File: config.mk
export PLATFORM = sky130hd
export DESIGN_NAME = trpt_cross_unit
export DESIGN_NICKNAME = d
export VERILOG_FILES = /design/src/rtl/trpt_pkg.sv /design/src/rtl/trpt_cross_unit.sv
export SDC_FILE = /design/constraint.sdc
export NUM_CORES = 1
export LEC_CHECK = 0
export BUFFER_PORTS_ARGS = -buffer_cell sky130_fd_sc_hd__buf_2
export CAP_MARGIN = 10
export CORE_ASPECT_RATIO = 0.8
export CORE_UTILIZATION = 55
export DETAILED_ROUTE_END_ITERATION = 8
export PLACE_DENSITY = 0.73
export SYNTH_ARGS = -nofsm -noshare
export SYNTH_HDL_FRONTEND = slang
export SYNTH_SLANG_ARGS = --single-unit
File: constraint.sdc
create_clock -name clk -period 7.58 [get_ports clk]
set_input_delay 0.758 -clock clk [delete_from_list [all_inputs] [get_ports clk]]
set_output_delay 0.758 -clock clk [all_outputs]
set_load 0.1 [all_outputs]
File: src/rtl/trpt_pkg.sv
// Package for the trimmed region point test: word types, opcodes, vertex flags
// and default sizes.
// No dependencies; trpt_cross_unit and the top level depend on it.
package trpt_pkg;

    localparam int FIELD_W          = 16;
    localparam int FLAG_W           = 4;
    localparam int MAX_VERTICES_DEF = 256;
    localparam int COORD_BITS_DEF   = 16;

    typedef enum logic [1:0] {
        OP_CLEAR  = 2'd0,
        OP_APPEND = 2'd1,
        OP_QUERY  = 2'd2,
        OP_NONE   = 2'd3
    } trpt_op_t;

    typedef struct packed {
        logic [1:0]                opcode;
        logic signed [FIELD_W-1:0] coord_u;
        logic signed [FIELD_W-1:0] coord_v;
        logic                      ends_curve;
        logic                      curve_closed;
        logic                      ends_loop;
        logic                      loop_is_outer;
    } trpt_req_t;

    typedef struct packed {
        logic inside_res;
        logic status;
    } trpt_rsp_t;

    typedef struct packed {
        logic outer;
        logic end_loop;
        logic closed;
        logic end_curve;
    } trpt_flags_t;

    typedef struct packed {
        logic done;
        logic hit;
    } trpt_cross_t;

endpackage

File: src/rtl/trpt_cross_unit.sv
// Shared ray crossing unit: decides whether the +u ray from a point crosses a
// segment, using one multiplier for both products. Depends on trpt_pkg.
module trpt_cross_unit #(
    parameter int CW = trpt_pkg::FIELD_W
) (
    input  logic                  clk,
    input  logic                  rst_n,
    input  logic                  start,
    input  logic signed [CW-1:0]  a_u,
    input  logic signed [CW-1:0]  a_v,
    input  logic signed [CW-1:0]  b_u,
    input  logic signed [CW-1:0]  b_v,
    input  logic signed [CW-1:0]  p_u,
    input  logic signed [CW-1:0]  p_v,
    output trpt_pkg::trpt_cross_t res
);

    localparam int DW = CW + 1;
    localparam int PW = 2 * DW;

    typedef enum logic [3:0] {
        U_IDLE  = 4'b0001,
        U_MUL_L = 4'b0010,
        U_MUL_R = 4'b0100,
        U_CMP   = 4'b1000
    } phase_t;

    phase_t phase_reg, phase_next;

    logic signed [DW-1:0] dv_w, dpv_w, dbu_w, dpu_w;
    logic signed [DW-1:0] dv_reg, dpv_reg, dbu_reg, dpu_reg;
    logic signed [DW-1:0] mul_a, mul_b;
    logic signed [PW-1:0] prod;
    logic signed [PW-1:0] lhs_reg, rhs_reg;
    logic                 straddle_w, left_w;
    logic                 hit_ok_reg, dv_pos_reg;

    assign dv_w  = DW'(b_v) - DW'(a_v);
    assign dpv_w = DW'(p_v) - DW'(a_v);
    assign dbu_w = DW'(b_u) - DW'(a_u);
    assign dpu_w = DW'(p_u) - DW'(a_u);

    assign straddle_w = (a_v <= p_v && b_v > p_v) || (b_v <= p_v && a_v > p_v);
    assign left_w     = (a_u < p_u) && (b_u < p_u);

    assign mul_a = (phase_reg == U_MUL_L) ? dpv_reg : dpu_reg;
    assign mul_b = (phase_reg == U_MUL_L) ? dbu_reg : dv_reg;
    assign prod  = mul_a * mul_b;

    always_comb
    begin
        phase_next = phase_reg;
        unique case (phase_reg)
            U_IDLE:
            begin
                if (start)
                begin
                    phase_next = U_MUL_L;
                end
            end
            U_MUL_L: phase_next = U_MUL_R;
            U_MUL_R: phase_next = U_CMP;
            U_CMP:   phase_next = U_IDLE;
            default: phase_next = U_IDLE;
        endcase
    end

    always_ff @(posedge clk or negedge rst_n)
    begin
        if (!rst_n)
        begin
            phase_reg <= U_IDLE;
        end
        else
        begin
            phase_reg <= phase_next;
        end
    end

    always_ff @(posedge clk)
    begin
        if (phase_reg == U_IDLE && start)
        begin
            dv_reg     <= dv_w;
            dpv_reg    <= dpv_w;
            dbu_reg    <= dbu_w;
            dpu_reg    <= dpu_w;
            hit_ok_reg <= straddle_w && !left_w;
            dv_pos_reg <= b_v > a_v;
        end
        if (phase_reg == U_MUL_L)
        begin
            lhs_reg <= prod;
        end
        if (phase_reg == U_MUL_R)
        begin
            rhs_reg <= prod;
        end
    end

    assign res.done = (phase_reg == U_CMP);
    assign res.hit  = hit_ok_reg && (dv_pos_reg ? (lhs_reg >= rhs_reg) : (lhs_reg <= rhs_reg));

endmodule

==> out/results.tsv <==
stage	metric	value	unit
status	status	complete, no violations	
drt	met2 routed WL	23020	um
final_layout	ANT cells	0	
logic_synthesis	top cells by area, synth	fa_1 (29%), edfxtp_1 (20%), ha_1 (13%)	
worst_setup_path	crit path DAT	7.51	ns
logic_synthesis	EDFF count, synth	138	
clock_tree	clock root cell	clkbuf_16	
clock_tree	worst-case clock buffer depth	2	
worst_setup_path	worst setup path class	flop to flop	
worst_setup_path	crit path launch type	flop	
sta	final worst setup slack	0.2479	ns
clock_tree	Worst-Skew Late Latency	0.45	ns
logic_synthesis	post-synth top area share	29.27	%
final_layout	Multi-input gate area	14430	um2
worst_setup_path	Worst path top cell family by delay	adder cells	
global_routing	Total GRT Usage	28.32	%
floorplanning	floorplan row count	62	
final_layout	commonest non-fill, non-tap cells in the layout	inv_1 (481), fa_1 (299), nor2_1 (225), ha_1 (216), nand2_1 (163)	
placed_design	post-place setup slack	0.1791	ns
global_routing	grt ovf	0	
drt	Vias	15230	
placed_design	Placer Congestion	1.017	
flow_run	max cap viols	0	
sta	Slew Limit Fails	0	
logic_synthesis	post-synthesis sequential area ratio	20.69	%
floorplanning	Die Wd	217.9	um
sta	worst rel slew slack	41.25	%
floorplanning	total core area	36300	um2
clock_tree	CTS buffer count	17	
logic_synthesis	post-synthesis register bit count	142	
logic_synthesis	Syn Nets	2732	
clock_tree	CTS tree	yes	
drt	Top Metal Used	met4	
worst_setup_path	slowest cell on the critical path	fa_1	
logic_synthesis	largest area contributor in the netlist	fa_1	
sta	crit share post-route	96.73	%
sta	max frequency	136.4	MHz
placed_design	Port Buffers	100	
final_layout	FILL cells	3035	
floorplanning	Die Ht	174.7	um
sta	Setup Skew	0.01312	ns
logic_synthesis	Synth cell types	78	
sta	crit path time final	7.332	ns
sta	Slew @ Worst Pin	0.8812	ns
global_routing	largest net degree at the start of global routing	71	
final_layout	share of layout cells above drive strength 1	11.49	%
final_layout	FF/Latch Area	4245	um2
worst_setup_path	crit-path max FO	13	
clock_tree	clk slew on worst S/H paths	0.06	ns
sta	# setup viols final	0	
worst_setup_path	CP Data Required Time	7.76	ns
logic_synthesis	Yosys warnings	0	
drt	DRC viols	0	
logic_synthesis	fraction of registers with async set/reset	2.817	%
floorplanning	# IOs	101	
clock_tree	H-tree levels	4	
hold_path	worst min-delay path category	input port to asynchronous set/reset pin	
global_routing	vias in the first global route	15620	
placed_design	DP HPWL	43620	um
drt	DR pass1 iterations	6	
sta	RSZ-0062 raised after global routing	false	
final_layout	Layout Utilization	62.37	%
drt	wire length on met1	23830	um
worst_setup_path	Worst path most repeated cell	fa_1	
global_routing	initial antenna violation count	0	
sta	final hold viol count	0	
logic_synthesis	Avg Synthesized Cell Area	9.696	um2
drt	drt initial violations	1188	
drt	Routed Antenna Nets	0	
worst_setup_path	WP buf/inv	7	
floorplanning	die area	38080	um2
logic_synthesis	Post-Syn Area	20520	um2
clock_tree	Hold Buf Count CTS	0	
final_layout	Area Overhead vs Synth	10.37	%
logic_synthesis	Post-Synthesis Cells	2116	
worst_setup_path	CP endpoint kind	flop	
final_layout	Final Net Count	2875	
drt	WL met3	3830	um
worst_setup_path	critical path's largest stage delay	0.52	ns
global_routing	global-route wire length before repair	82680	um
drt	Total Wirelength	51570	um
drt	average wire per standard cell	18.74	um
drt	vias per cell	5.533	
final_layout	most common cell after layout, fill and taps aside	inv_1	
clock_tree	Clock Sinks	142	
logic_synthesis	top_reg_cell synth	edfxtp_1	
floorplanning	Initial Utilization	56.51	%
sta	Sum Neg Setup Slack	0	ns
## cell type report
class | instances | share of cell area (%)
Inverter | 481 | 7.974
Tap cell | 480 | 2.652
Sequential cell | 142 | 18.75
Clock buffer | 19 | 1.912
Multi-Input combinational cell | 1461 | 63.73
Clock inverter | 13 | 0.7294
Timing Repair Buffer | 156 | 4.249
## per-layer routing
| layer | GRT usage, % | up-vias |
|---|---|---|
| met5 | 0 | - |
| met4 | 6.731 | 0 |
| met3 | 4.613 | 54 |
| met2 | 43.89 | 587 |
| met1 | 41.58 | 7510 |
| li1 | - | 7075 |
## worst paths after layout
path,startpoint,end,slack [ns],cells past startpoint
worst max-delay path,phase_reg[2],rhs_reg[25],0.25,26
worst min-delay path,rst_n,phase_reg[1],0.12,1
worst max register to register,phase_reg[2],rhs_reg[25],0.25,26
worst min register to register,phase_reg[2],phase_reg[3],0.65,2
max in group asynchronous,rst_n,phase_reg[0],7.27,1
min in group clk,phase_reg[2],phase_reg[3],0.65,2
## what timing repair did
item,in CTS,in global routing
setup endpoints to repair,0,8
buffers inserted,0,9
resized for setup,0,30
## synthesized netlist by cell type, types with 5 or more instances
cell type and n:
a211oi_1 6, a21boi_0 7, a21o_1 35, a21oi_1 69, a31oi_1 6, and3_1 8
and4_1 5, buf_2 13, clkbuf_1 17, edfxtp_1 138, fa_1 300, ha_1 217
inv_1 481, mux2_2 27, mux2i_1 38, nand2_1 163, nand2b_1 20, nand3_1 26
nand4_1 20, nor2_1 226, nor2b_1 19, nor3_1 28, o21a_1 17, o21ai_0 32
o21ai_1 12, o21bai_1 12, or2_2 7, xnor2_1 64, xor2_1 15
## cell families after synthesis
group / share of synthesized area [%]
compound gates: 8.837
buf+inv: 9.502
flops: 20.69
simple gates: 11.75
mux: 3.336
xor+xnor: 3.373
fa+ha+maj: 42.51
## stage by stage
stage	hold slack, ns	instance area, um2	cells
after global routing	0.1113	22640	2752
after CTS	0.08774	22440	2741
after global placement	0.5612	21840	2709
after floorplan	0.4624	20520	2116
after detailed placement	0.5638	21840	2709
final	0.1169	22640	2752
Power is not shown: default switching activity piles up to over one toggle a cycle in this logic, so the estimate is an artifact.
